$ cat src/rtl/core/cpu_oam_pkg.sv
`timescale 1ns / 1ps

package cpu_oam_pkg;

  typedef enum logic [3:0] {
    AM_ACCUM    = 4'd0,
    AM_ABSOL    = 4'd1,
    AM_ABSOL_X  = 4'd2,
    AM_ABSOL_Y  = 4'd3,
    AM_IMMED    = 4'd4,
    AM_IMPLIED  = 4'd5,
    AM_INDIR    = 4'd6,
    AM_INDIR_X  = 4'd7,
    AM_INDIR_Y  = 4'd8,
    AM_RELATIVE = 4'd9,
    AM_ZPAGE    = 4'd10,
    AM_ZPAGE_X  = 4'd11,
    AM_ZPAGE_Y  = 4'd12
  } mode_e;

  typedef enum logic [1:0] {
    PH_IDLE = 2'd0,
    PH_LOW  = 2'd1,
    PH_HIGH = 2'd2
  } phase_e;

  localparam logic KIND_DECODE = 1'b0;
  localparam logic KIND_DATA   = 1'b1;

  localparam logic RES_READ = 1'b0;
  localparam logic RES_DONE = 1'b1;

  localparam logic [1:0] OPND_NONE = 2'd0;
  localparam logic [1:0] OPND_BYTE = 2'd1;
  localparam logic [1:0] OPND_ADDR = 2'd2;

  function automatic logic [2:0] mode_cycles(input logic [3:0] m);
    logic [2:0] c;
    case (m) inside
      AM_ABSOL, AM_ABSOL_X, AM_ABSOL_Y: c = 3'd3;
      AM_IMMED, AM_RELATIVE:            c = 3'd1;
      AM_INDIR:                         c = 3'd7;
      AM_INDIR_X, AM_INDIR_Y:           c = 3'd5;
      AM_ZPAGE, AM_ZPAGE_X, AM_ZPAGE_Y: c = 3'd2;
      default:                          c = 3'd0;
    endcase
    return c;
  endfunction

  function automatic logic [1:0] mode_len(input logic [3:0] m);
    logic [1:0] n;
    case (m) inside
      AM_ABSOL, AM_ABSOL_X, AM_ABSOL_Y, AM_INDIR:                   n = 2'd2;
      AM_IMMED, AM_INDIR_X, AM_INDIR_Y, AM_RELATIVE, AM_ZPAGE,
      AM_ZPAGE_X, AM_ZPAGE_Y:                                       n = 2'd1;
      default:                                                      n = 2'd0;
    endcase
    return n;
  endfunction

endpackage

$ cat src/rtl/core/cpu_operand_address_modes_unit.sv
`timescale 1ns / 1ps

// channel  | direction | handshake                | payload
// ---------+-----------+--------------------------+------------------------------------------
// in       | in        | in_valid_i / in_stall_o  | kind, mode, op_lo/hi, pc, a, x, y, data
// out      | out       | out_valid_o / out_stall_i| result_kind, read_addr, arg_*, pc, cycles
//
// one request per cycle sustained while the result is not stalled
// each request is decoded from the input register into the result register, pointer
// state is updated there, so a read-data request may follow its read request directly
// reset clears the pointer fetch phase, no request is pending after reset
// a stalled result holds the result register, and the input register once it is full,
// so the input side stalls only when both are full and the result is stalled

module cpu_operand_address_modes_unit (
  input  logic        clk_i,
  input  logic        rst_ni,
  input  logic        in_valid_i,
  output logic        in_stall_o,
  input  logic        kind_i,
  input  logic [3:0]  mode_i,
  input  logic [7:0]  op_lo_i,
  input  logic [7:0]  op_hi_i,
  input  logic [15:0] pc_after_opcode_i,
  input  logic [7:0]  reg_a_i,
  input  logic [7:0]  reg_x_i,
  input  logic [7:0]  reg_y_i,
  input  logic [7:0]  read_data_i,
  output logic        out_valid_o,
  input  logic        out_stall_i,
  output logic        result_kind_o,
  output logic [15:0] read_addr_o,
  output logic [1:0]  arg_form_o,
  output logic [7:0]  arg_lo_o,
  output logic [7:0]  arg_hi_o,
  output logic [15:0] next_pc_o,
  output logic [2:0]  cycles_added_o,
  output logic        error_o
);
  import cpu_oam_pkg::*;

  logic        in_fire;
  logic        s1_adv;
  logic        s1_fire;
  logic        s1_valid_q, s1_valid_d;
  logic        s1_kind_q;
  logic [3:0]  s1_mode_q;
  logic [7:0]  s1_lo_q, s1_hi_q;
  logic [15:0] s1_pc_q;
  logic [7:0]  s1_a_q, s1_x_q, s1_y_q, s1_rd_q;

  phase_e      phase_q, phase_d;
  logic [3:0]  pending_q, pending_d;
  logic [15:0] ptr_q, ptr_d;
  logic [7:0]  plow_q, plow_d;
  logic [7:0]  sy_q, sy_d;
  logic [15:0] snpc_q, snpc_d;

  logic        out_valid_q, out_valid_d;
  logic        rkind_q, rkind_d;
  logic [15:0] raddr_q, raddr_d;
  logic [1:0]  atype_q, atype_d;
  logic [7:0]  alo_q, alo_d;
  logic [7:0]  ahi_q, ahi_d;
  logic [15:0] npc_q, npc_d;
  logic [2:0]  cyc_q, cyc_d;
  logic        err_q, err_d;

  logic [15:0] npc;
  logic [15:0] abs_addr;
  logic [15:0] abx_addr;
  logic [15:0] aby_addr;
  logic [15:0] rel_addr;
  logic [15:0] ptr_inc;
  logic [15:0] fetched;

  assign s1_adv     = !out_valid_q || !out_stall_i;
  assign s1_fire    = s1_valid_q && s1_adv;
  assign in_stall_o = s1_valid_q && !s1_adv;
  assign in_fire    = in_valid_i && !in_stall_o;
  assign s1_valid_d = in_fire || (s1_valid_q && !s1_adv);
  assign out_valid_d = s1_fire || (out_valid_q && out_stall_i);

  assign npc      = s1_pc_q + {14'b0, mode_len(s1_mode_q)};
  assign abs_addr = {s1_hi_q, s1_lo_q};
  assign abx_addr = abs_addr + {8'h00, s1_x_q};
  assign aby_addr = abs_addr + {8'h00, s1_y_q};
  assign rel_addr = npc + {{8{s1_lo_q[7]}}, s1_lo_q};
  assign ptr_inc  = (pending_q == AM_INDIR) ? ptr_q + 16'd1 : {8'h00, ptr_q[7:0] + 8'd1};
  assign fetched  = {s1_rd_q, plow_q} + ((pending_q == AM_INDIR_Y) ? {8'h00, sy_q} : 16'h0000);

  always_ff @(posedge clk_i or negedge rst_ni) begin
    if (!rst_ni) begin
      s1_valid_q  <= 1'b0;
      out_valid_q <= 1'b0;
      phase_q     <= PH_IDLE;
      pending_q   <= AM_ACCUM;
    end else begin
      s1_valid_q  <= s1_valid_d;
      out_valid_q <= out_valid_d;
      if (s1_fire) begin
        phase_q   <= phase_d;
        pending_q <= pending_d;
      end
    end
  end

  always_ff @(posedge clk_i) begin
    if (in_fire) begin
      s1_kind_q <= kind_i;
      s1_mode_q <= mode_i;
      s1_lo_q   <= op_lo_i;
      s1_hi_q   <= op_hi_i;
      s1_pc_q   <= pc_after_opcode_i;
      s1_a_q    <= reg_a_i;
      s1_x_q    <= reg_x_i;
      s1_y_q    <= reg_y_i;
      s1_rd_q   <= read_data_i;
    end
    if (s1_fire) begin
      ptr_q   <= ptr_d;
      plow_q  <= plow_d;
      sy_q    <= sy_d;
      snpc_q  <= snpc_d;
      rkind_q <= rkind_d;
      raddr_q <= raddr_d;
      atype_q <= atype_d;
      alo_q   <= alo_d;
      ahi_q   <= ahi_d;
      npc_q   <= npc_d;
      cyc_q   <= cyc_d;
      err_q   <= err_d;
    end
  end

  always_comb begin
    phase_d   = phase_q;
    pending_d = pending_q;
    ptr_d     = ptr_q;
    plow_d    = plow_q;
    sy_d      = sy_q;
    snpc_d    = snpc_q;
    rkind_d   = RES_DONE;
    raddr_d   = '0;
    atype_d   = OPND_NONE;
    alo_d     = '0;
    ahi_d     = '0;
    npc_d     = '0;
    cyc_d     = '0;
    err_d     = 1'b0;
    if (s1_kind_q == KIND_DATA) begin
      unique case (phase_q)
        PH_LOW: begin
          plow_d  = s1_rd_q;
          ptr_d   = ptr_inc;
          phase_d = PH_HIGH;
          rkind_d = RES_READ;
          raddr_d = ptr_inc;
        end
        PH_HIGH: begin
          phase_d = PH_IDLE;
          atype_d = OPND_ADDR;
          alo_d   = fetched[7:0];
          ahi_d   = fetched[15:8];
          npc_d   = snpc_q;
          cyc_d   = mode_cycles(pending_q);
        end
        default: begin
          err_d = 1'b1;
        end
      endcase
    end else begin
      phase_d = PH_IDLE;
      npc_d   = npc;
      cyc_d   = mode_cycles(s1_mode_q);
      unique case (s1_mode_q) inside
        AM_ACCUM: begin
          atype_d = OPND_BYTE;
          alo_d   = s1_a_q;
        end
        AM_IMMED: begin
          atype_d = OPND_BYTE;
          alo_d   = s1_lo_q;
        end
        AM_IMPLIED: begin
          atype_d = OPND_NONE;
        end
        AM_ABSOL: begin
          atype_d = OPND_ADDR;
          alo_d   = abs_addr[7:0];
          ahi_d   = abs_addr[15:8];
        end
        AM_ABSOL_X: begin
          atype_d = OPND_ADDR;
          alo_d   = abx_addr[7:0];
          ahi_d   = abx_addr[15:8];
        end
        AM_ABSOL_Y: begin
          atype_d = OPND_ADDR;
          alo_d   = aby_addr[7:0];
          ahi_d   = aby_addr[15:8];
        end
        AM_RELATIVE: begin
          atype_d = OPND_ADDR;
          alo_d   = rel_addr[7:0];
          ahi_d   = rel_addr[15:8];
        end
        AM_ZPAGE: begin
          atype_d = OPND_ADDR;
          alo_d   = s1_lo_q;
        end
        AM_ZPAGE_X: begin
          atype_d = OPND_ADDR;
          alo_d   = s1_lo_q + s1_x_q;
        end
        AM_ZPAGE_Y: begin
          atype_d = OPND_ADDR;
          alo_d   = s1_lo_q + s1_y_q;
        end
        AM_INDIR, AM_INDIR_X, AM_INDIR_Y: begin
          // pointer fetch, low byte first
          if (s1_mode_q == AM_INDIR) begin
            ptr_d = abs_addr;
          end else if (s1_mode_q == AM_INDIR_X) begin
            ptr_d = {8'h00, s1_lo_q + s1_x_q};
          end else begin
            ptr_d = {8'h00, s1_lo_q};
          end
          pending_d = s1_mode_q;
          sy_d      = s1_y_q;
          snpc_d    = npc;
          phase_d   = PH_LOW;
          rkind_d   = RES_READ;
          raddr_d   = ptr_d;
          npc_d     = '0;
          cyc_d     = '0;
        end
        default: begin
          err_d = 1'b1;
          npc_d = '0;
          cyc_d = '0;
        end
      endcase
    end
  end

  assign out_valid_o    = out_valid_q;
  assign result_kind_o  = rkind_q;
  assign read_addr_o    = raddr_q;
  assign arg_form_o     = atype_q;
  assign arg_lo_o       = alo_q;
  assign arg_hi_o       = ahi_q;
  assign next_pc_o      = npc_q;
  assign cycles_added_o = cyc_q;
  assign error_o        = err_q;

endmodule

$ cat config.mk
export PLATFORM = sky130hd
export DESIGN_NAME = cpu_operand_address_modes_unit
export DESIGN_NICKNAME = d
export VERILOG_FILES = /design/src/rtl/core/cpu_oam_pkg.sv /design/src/rtl/core/cpu_operand_address_modes_unit.sv
export SDC_FILE = /design/constraint.sdc
export NUM_CORES = 1
export LEC_CHECK = 0
export ABC_AREA = 1
export BUFFER_PORTS_ARGS = -buffer_cell sky130_fd_sc_hd__buf_4
export CORE_MARGIN = 8
export CORE_UTILIZATION = 53
export DETAILED_ROUTE_END_ITERATION = 12
export PLACE_DENSITY = 0.87
export SYNTH_ARGS = -nofsm -noshare
export SYNTH_HDL_FRONTEND = slang
export SYNTH_SLANG_ARGS = --single-unit
$ cat constraint.sdc
create_clock -name clk_i -period 4.2 [get_ports clk_i]
set_clock_uncertainty 0.1 [all_clocks]
set_input_delay 0.42 -clock clk_i [delete_from_list [all_inputs] [get_ports clk_i]]
set_output_delay 0.42 -clock clk_i [all_outputs]
set_load 0.1 [all_outputs]
=== Word-level counts from Yosys, hierarchy flattened ===
Index checks and enable logic that the tools add are counted.

* Add/sub/neg operators: 9
* $mul: 0
* Divide/modulo/power cells: 0
* Magnitude comparators: 0
* Equal/unequal tests: 27
* Shift-type cells: 0
* Mux-type cells: 46
* Bitwise gates (word level): 1
* Reductions and logical operators: 34

{| class="wikitable"
|+ Operators by type and width
! operator !! count
|-
| $mux W16 || 11
|-
| $pmux W8 S7 || 1
|-
| $add A16 B8 Y16 || 3
|-
| $mux W8 || 6
|-
| $eq A4 B4 Y1 const B || 10
|-
| $mux W3 || 11
|-
| $pmux W8 S4 || 1
|-
| $eq A4 B3 Y1 const B || 7
|-
| $reduce_or A3 Y1 || 6
|-
| $add A16 B1 Y16 const B || 1
|-
| $add A16 B16 Y16 || 1
|-
| $add A16 B2 Y16 || 1
|-
| $add A8 B8 Y8 || 2
|-
| $eq A4 B2 Y1 const B || 4
|-
| $reduce_or A7 Y1 || 2
|-
| $reduce_or A13 Y1 || 1
|-
| $mux W2 || 6
|-
| $reduce_or A2 Y1 || 6
|-
| $reduce_or A10 Y1 || 1
|-
| $reduce_and A3 Y1 || 3
|-
| $add A8 B1 Y8 const B || 1
|-
| $eq A4 B1 Y1 const B || 2
|-
| $mux W1 || 8
|-
| $pmux W2 S2 || 2
|-
| 12 further kinds || 20
|}

* Flip-flop bits (word level): 180
* Latch bits: 0
* Memory bits (writable): 0
* ROM bits: 0
* Input port bits: 73
* Output and inout bits: 57
* Logic and storage cells: 142
* Memories kept: 0

=== Depth between registers and ports, before layout ===
* Depth after elaboration: 9
* Mapped depth: 33
* Gate-level depth less buffers: 33

=== Worst setup path after synthesis ===
No wires, ideal clock.

* Path type: register -> register
* Start point: register s1_mode_q[1]
* End point: register ahi_q[5] (netlist: arg_hi_o[5]), data pin
* Setup time: 258 ps
* Arrival: 3,658 ps
* Required time: 3,842 ps
* Setup slack: 184 ps
* Stages on the path, launching flop included: 28
* Buffers on the path: 0
* Clock period less this slack: 4,016 ps
* Cells stage by stage: edfxtp_1 nor2_1 nand3_1 nand2_1 a21oi_1 nand2_1 ha_1 inv_1 fa_1 nand3b_1 inv_1 nand3_2 nor2_1 nand2_1 nor2_2 nand2_1 xor2_1 inv_1 ha_1 nand2_1 nand2_1 o21bai_1 nor2_1 nand3_1 nand3_1 nand2_1 o21ai_0 nand2_1

* Cells in the longest elaborated chain, start to end: 8
* Elaborated cells on any way between the ends: 19
* Classes of those cells: 2 x add/sub; 11 x eq/ne; 4 x mux; 2 x reduce/logical

{| class="wikitable"
|+ Ends and longest elaborated chain
! what !! line !! text
|-
| start: declaration || cpu_operand_address_modes_unit.sv:47 || <nowiki>logic [3:0] s1_mode_q;</nowiki>
|-
| start signal: assignment || cpu_operand_address_modes_unit.sv:111 || <nowiki>s1_mode_q <= mode_i;</nowiki>
|-
| $eq A4 B3 Y1 / $eq A4 B4 Y1 (equally long branches) || cpu_operand_address_modes_unit.sv:84 || <nowiki>assign npc = s1_pc_q + {14'b0, mode_len(s1_mode_q)};</nowiki>
|-
| $reduce_or A7 Y1 || cpu_oam_pkg.sv:52 || <nowiki>case (m) inside</nowiki>
|-
| $mux W1 || cpu_oam_pkg.sv:52 ||
|-
| $mux W2 (*) || cpu_oam_pkg.sv:52 ||
|-
| $add A16 B2 Y16 (*) || cpu_operand_address_modes_unit.sv:84 ||
|-
| net npc[12] || cpu_operand_address_modes_unit.sv:69 || <nowiki>logic [15:0] npc;</nowiki>
|-
| $add A16 B16 Y16 (*) || cpu_operand_address_modes_unit.sv:88 || <nowiki>assign rel_addr = npc + {{8{s1_lo_q[7]}}, s1_lo_q};</nowiki>
|-
| $pmux W8 S4 (*) || cpu_operand_address_modes_unit.sv:176 || <nowiki>unique case (s1_mode_q) inside</nowiki>
|-
| $mux W8 (*) || cpu_operand_address_modes_unit.sv:151 || <nowiki>if (s1_kind_q == KIND_DATA) begin</nowiki>
|-
| net ahi_d[5] || cpu_operand_address_modes_unit.sv:64 || <nowiki>logic [7:0] ahi_q, ahi_d;</nowiki>
|-
| end signal: assignment || cpu_operand_address_modes_unit.sv:129 || <nowiki>ahi_q <= ahi_d;</nowiki>
|-
| end: declaration || cpu_operand_address_modes_unit.sv:64 ||
|}

The timed path passes the listed nets; every way through them passes the cells marked *.
A chain may end at the register's enable or synchronous reset.

=== Worst setup path after layout ===
Same ends and word-level chain as after synthesis.

==> flow_summary_export.csv <==
group,metric,value,unit
synthesis,ys_ff_latch,180,
flow_run,drv_cap,0,
global_routing,globalRoute.totalOverflow,0,
sta,rsz0062_at_grt,"true",
sta,period_minus_slack,4.30,ns
die,ios,130,
synthesis,synth_area,10200,sq um
sta,worst_slew_pin_slew,0.860,ns
synthesis,ys_types,53,
layout,final_cell_mix,"nand2_1, buf_4, edfxtp_1, inv_1, nand3_1",
die,initial_utilization,0.543,
layout,areaGrowthSynthToFinish,26.4,%
synthesis,syn_inst,1123,
worst_setup_path,cp-end-kind,"flip-flop",
worst_setup_path,rrSetupSlack,-0.1,ns
synthesis,avgSynthCellArea,9.10,sq um
power_and_ir_drop,swShare,0.361,
placed_design,gp_congestion,0.990,
layout,post-route-util,0.686,
synthesis,synthFlopType,"edfxtp_1",
layout,n_antenna_cell,0,
detailed_routing,vias_per_cell,5.83,
placed_design,port_buffers,129,
detailed_routing,dr_total_vias,9322,
global_routing,grt_max_degree,38,
run_status,status,"finished with violations",
die,dieArea,24000,sq um
sta,drv_slew,0,
clock_tree,clk_pin_slew,0.08,ns
die,core_area,18800,sq um
global_routing,track_usage,0.244,
worst_hold_path,holdPathStages,1,
detailed_routing,remaining_drc_errors,0,
worst_setup_path,cp_data_arrival_time,4.39,ns
global_routing,grt_pass1_vias,8694,
detailed_routing,drt_iter0_drc,1297,
sta,maxSlewHeadroom,0.426,
power_and_ir_drop,power.switching,1.93,mW
layout,final_common_cell,"nand2_1",
clock_tree,clk_path_buf_depth,2,
worst_setup_path,critPathMostFrequentCell,"inv_2",
worst_setup_path,required,4.29,ns
synthesis,ys_seq_area_frac,0.525,
clock_tree,htreeDepth,4,
detailed_routing,finalWirelength,31100,um
power_and_ir_drop,comb_power_share,0.282,
detailed_routing,dr.pass1.iters,10,
detailed_routing,ant_nets,0,
worst_setup_path,r2r-start,"s1_mode_q[1]$_DFFE_PP_",
worst_setup_path,r2r_cells,28,
layout,num-nets-final,1447,
synthesis,yosys_warnings,0,
sta,layout_setup_ws,-0.0997,ns
sta,finalHoldViolCount,0,
power_and_ir_drop,pwr-share-clk,0.295,
worst_hold_path,min_from,"kind_i",
die,fp-row-count,50,
clock_tree,clkLatencyLatePin,0.45,ns
detailed_routing,wl_per_cell,19.5,um
placed_design,dp_hpwl,21900,um
worst_setup_path,startpoint_type,"flip-flop",
worst_setup_path,crit_fanout,5,
clock_tree,clockRootBuffer,"clkbuf_16",
worst_setup_path,critPathKind,"reg2reg",
power_and_ir_drop,power_density,413,nW/um^2
clock_tree,cts-buffers-inserted,17,
worst_setup_path,crit_path_max_incr_delay,0.46,ns
worst_setup_path,r2r_end,"arg_hi_o[5]$_DFFE_PP_",
global_routing,antenna_found_initial,0,
clock_tree,cts_sinks,180,
die,die_h,155,um
synthesis,synth-edff-count,172,
sta,min_period_over_period,1.02,
clock_tree,cts_tree,"done",
die,die_w,155,um
layout,layout-drive-gt1-share,0.251,
power_and_ir_drop,irDropWorstVdd,298,uV
synthesis,synth-async-reset-ratio,0.0444,
run_status,violations,"setup timing",
worst_hold_path,min_path_type,"in2reg",
global_routing,grt_pass1_wl,45600,um
worst_setup_path,slowest_stage,"edfxtp_1",
power_and_ir_drop,p_leak,5.65,nW
layout,nFillCells,1370,
sta,max_freq,233,MHz
worst_hold_path,worst_hold_path.endpoint,"s1_kind_q$_DFFE_PP_",
power_and_ir_drop,seq_power_share,0.423,
synthesis,syn_nets,1245,
power_and_ir_drop,p_int,3.41,mW
sta,setup_tns,-0.266,ns
sta,finalSetupViolations,5,
power groups by stage:
| stage | clock [mW] | sequential (mW) | combinational [mW] |
|---|---|---|---|
| floorplan | 0 | 2.65 | 0.588 |
| global placement | 0 | 2.28 | 1.35 |
| detailed placement | 0 | 2.28 | 1.38 |
| CTS | 1.59 | 2.25 | 1.41 |
| global route | 1.65 | 2.27 | 1.60 |
| finish | 1.58 | 2.26 | 1.50 |
registers in the layout (all words and copies together) (netlist names), 3 cells and up:
name            flops
s1_pc_q            16
s1_rd_q             8
s1_lo_q             8
read_addr_o        16
ptr_q              16
s1_hi_q             8
s1_a_q              8
pending_q           4
snpc_q             16
plow_q              8
s1_mode_q           4
s1_x_q              8
arg_lo_o            8
s1_y_q              8
arg_hi_o            8
sy_q                8
next_pc_o          16
cycles_added_o      3
worst max path at each step:
stage	to	slack [ns]	cells past startpoint	from
after floorplan	arg_hi_o[5]$_DFFE_PP_	0.18	27	s1_mode_q[1]$_DFFE_PP_
after global placement	arg_hi_o[5]$_DFFE_PP_	-0.0004	30	s1_mode_q[2]$_DFFE_PP_
after detailed placement	arg_hi_o[5]$_DFFE_PP_	-0.23	28	s1_mode_q[1]$_DFFE_PP_
after CTS	arg_hi_o[5]$_DFFE_PP_	0.003	28	s1_mode_q[1]$_DFFE_PP_
after global routing	arg_hi_o[5]$_DFFE_PP_	-0.33	29	s1_mode_q[1]$_DFFE_PP_
final	arg_hi_o[5]$_DFFE_PP_	-0.1	28	s1_mode_q[1]$_DFFE_PP_
synth_stat cells, types with 4 or more instances:
library cell  number  area, sq um
a21oi_1           56          280
a22o_1             4         35.0
a22oi_1            5         37.5
buf_2              4         20.0
clkbuf_1           6         22.5
dfrtp_1            8          200
edfxtp_1         172         5160
fa_1               5          100
ha_1              44          551
inv_1            117          439
inv_2              8         30.0
nand2_1          309         1160
nand3_1           96          480
nand3b_1           7         52.6
nand4_1           10         62.6
nor2_1            91          342
nor2_2             5         31.3
nor2_4             4         45.0
nor3_1            12         60.1
o211ai_1           5         37.5
o21ai_0           65          325
o21bai_1           5         37.5
o22ai_1            7         43.8
or2_2              7         43.8
xnor2_1            8         70.1
xor2_1            15          131
kinds of logic after synthesis:
logic type | Yosys count | synth area share
AOI/OAI and AO/OA | 169 | 0.0958
and+or+nand+nor | 559 | 0.241
muxes | 3 | 0.00294
adders and majority gates | 49 | 0.0637
DFF | 180 | 0.525
buffers and inverters | 140 | 0.0522
xor gates and xnor gates | 23 | 0.0197
final cells by class:
cell class	instances	area, sq um	share of cell area
clock buffer	18	429	0.0332
clock inverter	14	140	0.0108
inverter	129	487	0.0377
multi-input combinational	803	4700	0.364
sequential	180	5370	0.415
tap	260	325	0.0252
timing repair buffer	194	1470	0.114
critical path: cells and delay by family, from the launching register on:
family                   cells  cell delay [ns]
adder cells (fa/ha/maj)      3             0.75
buffers and inverters        6             0.56
flip-flops                   1             0.46
AO/OA/AOI/OAI                3             0.36
AND/OR/NAND/NOR             15             1.63
XOR/XNOR                     1             0.17
metal layers:
| metal | track usage | up-vias | wire [um] |
|---|---|---|---|
| li1 | - | 4243 | - |
| met4 | 0.101 | 0 | 1180 |
| met3 | 0.0526 | 111 | 3620 |
| met5 | 0 | - | 0 |
| met1 | 0.323 | 4341 | 11900 |
| met2 | 0.385 | 627 | 14300 |
per-stage QoR:
step	hold slack, ns	std cells	total power [mW]	instance area, sq um	setup slack (ns)
floorplan	0.0244	1123	3.24	10200	0.184
global placement	0.141	1545	3.63	11800	-0.000360
detailed placement	0.146	1545	3.66	11800	-0.229
CTS	0.0380	1589	5.24	12600	0.00259
global route	0.0395	1598	5.52	12900	-0.333
finish	0.0484	1598	5.34	12900	-0.0997
what timing repair did:
item                                    in CTS  in global routing
endpoints found under the hold margin        8                  0
resized for setup                           25                 70
hold buffers                                 1                  0
setup buffers                               11                  9
cloned                                       0                  0
pin swaps                                   13                 31
endpoints found under the setup margin       8                 10
Power figures use the tool's default switching activity.
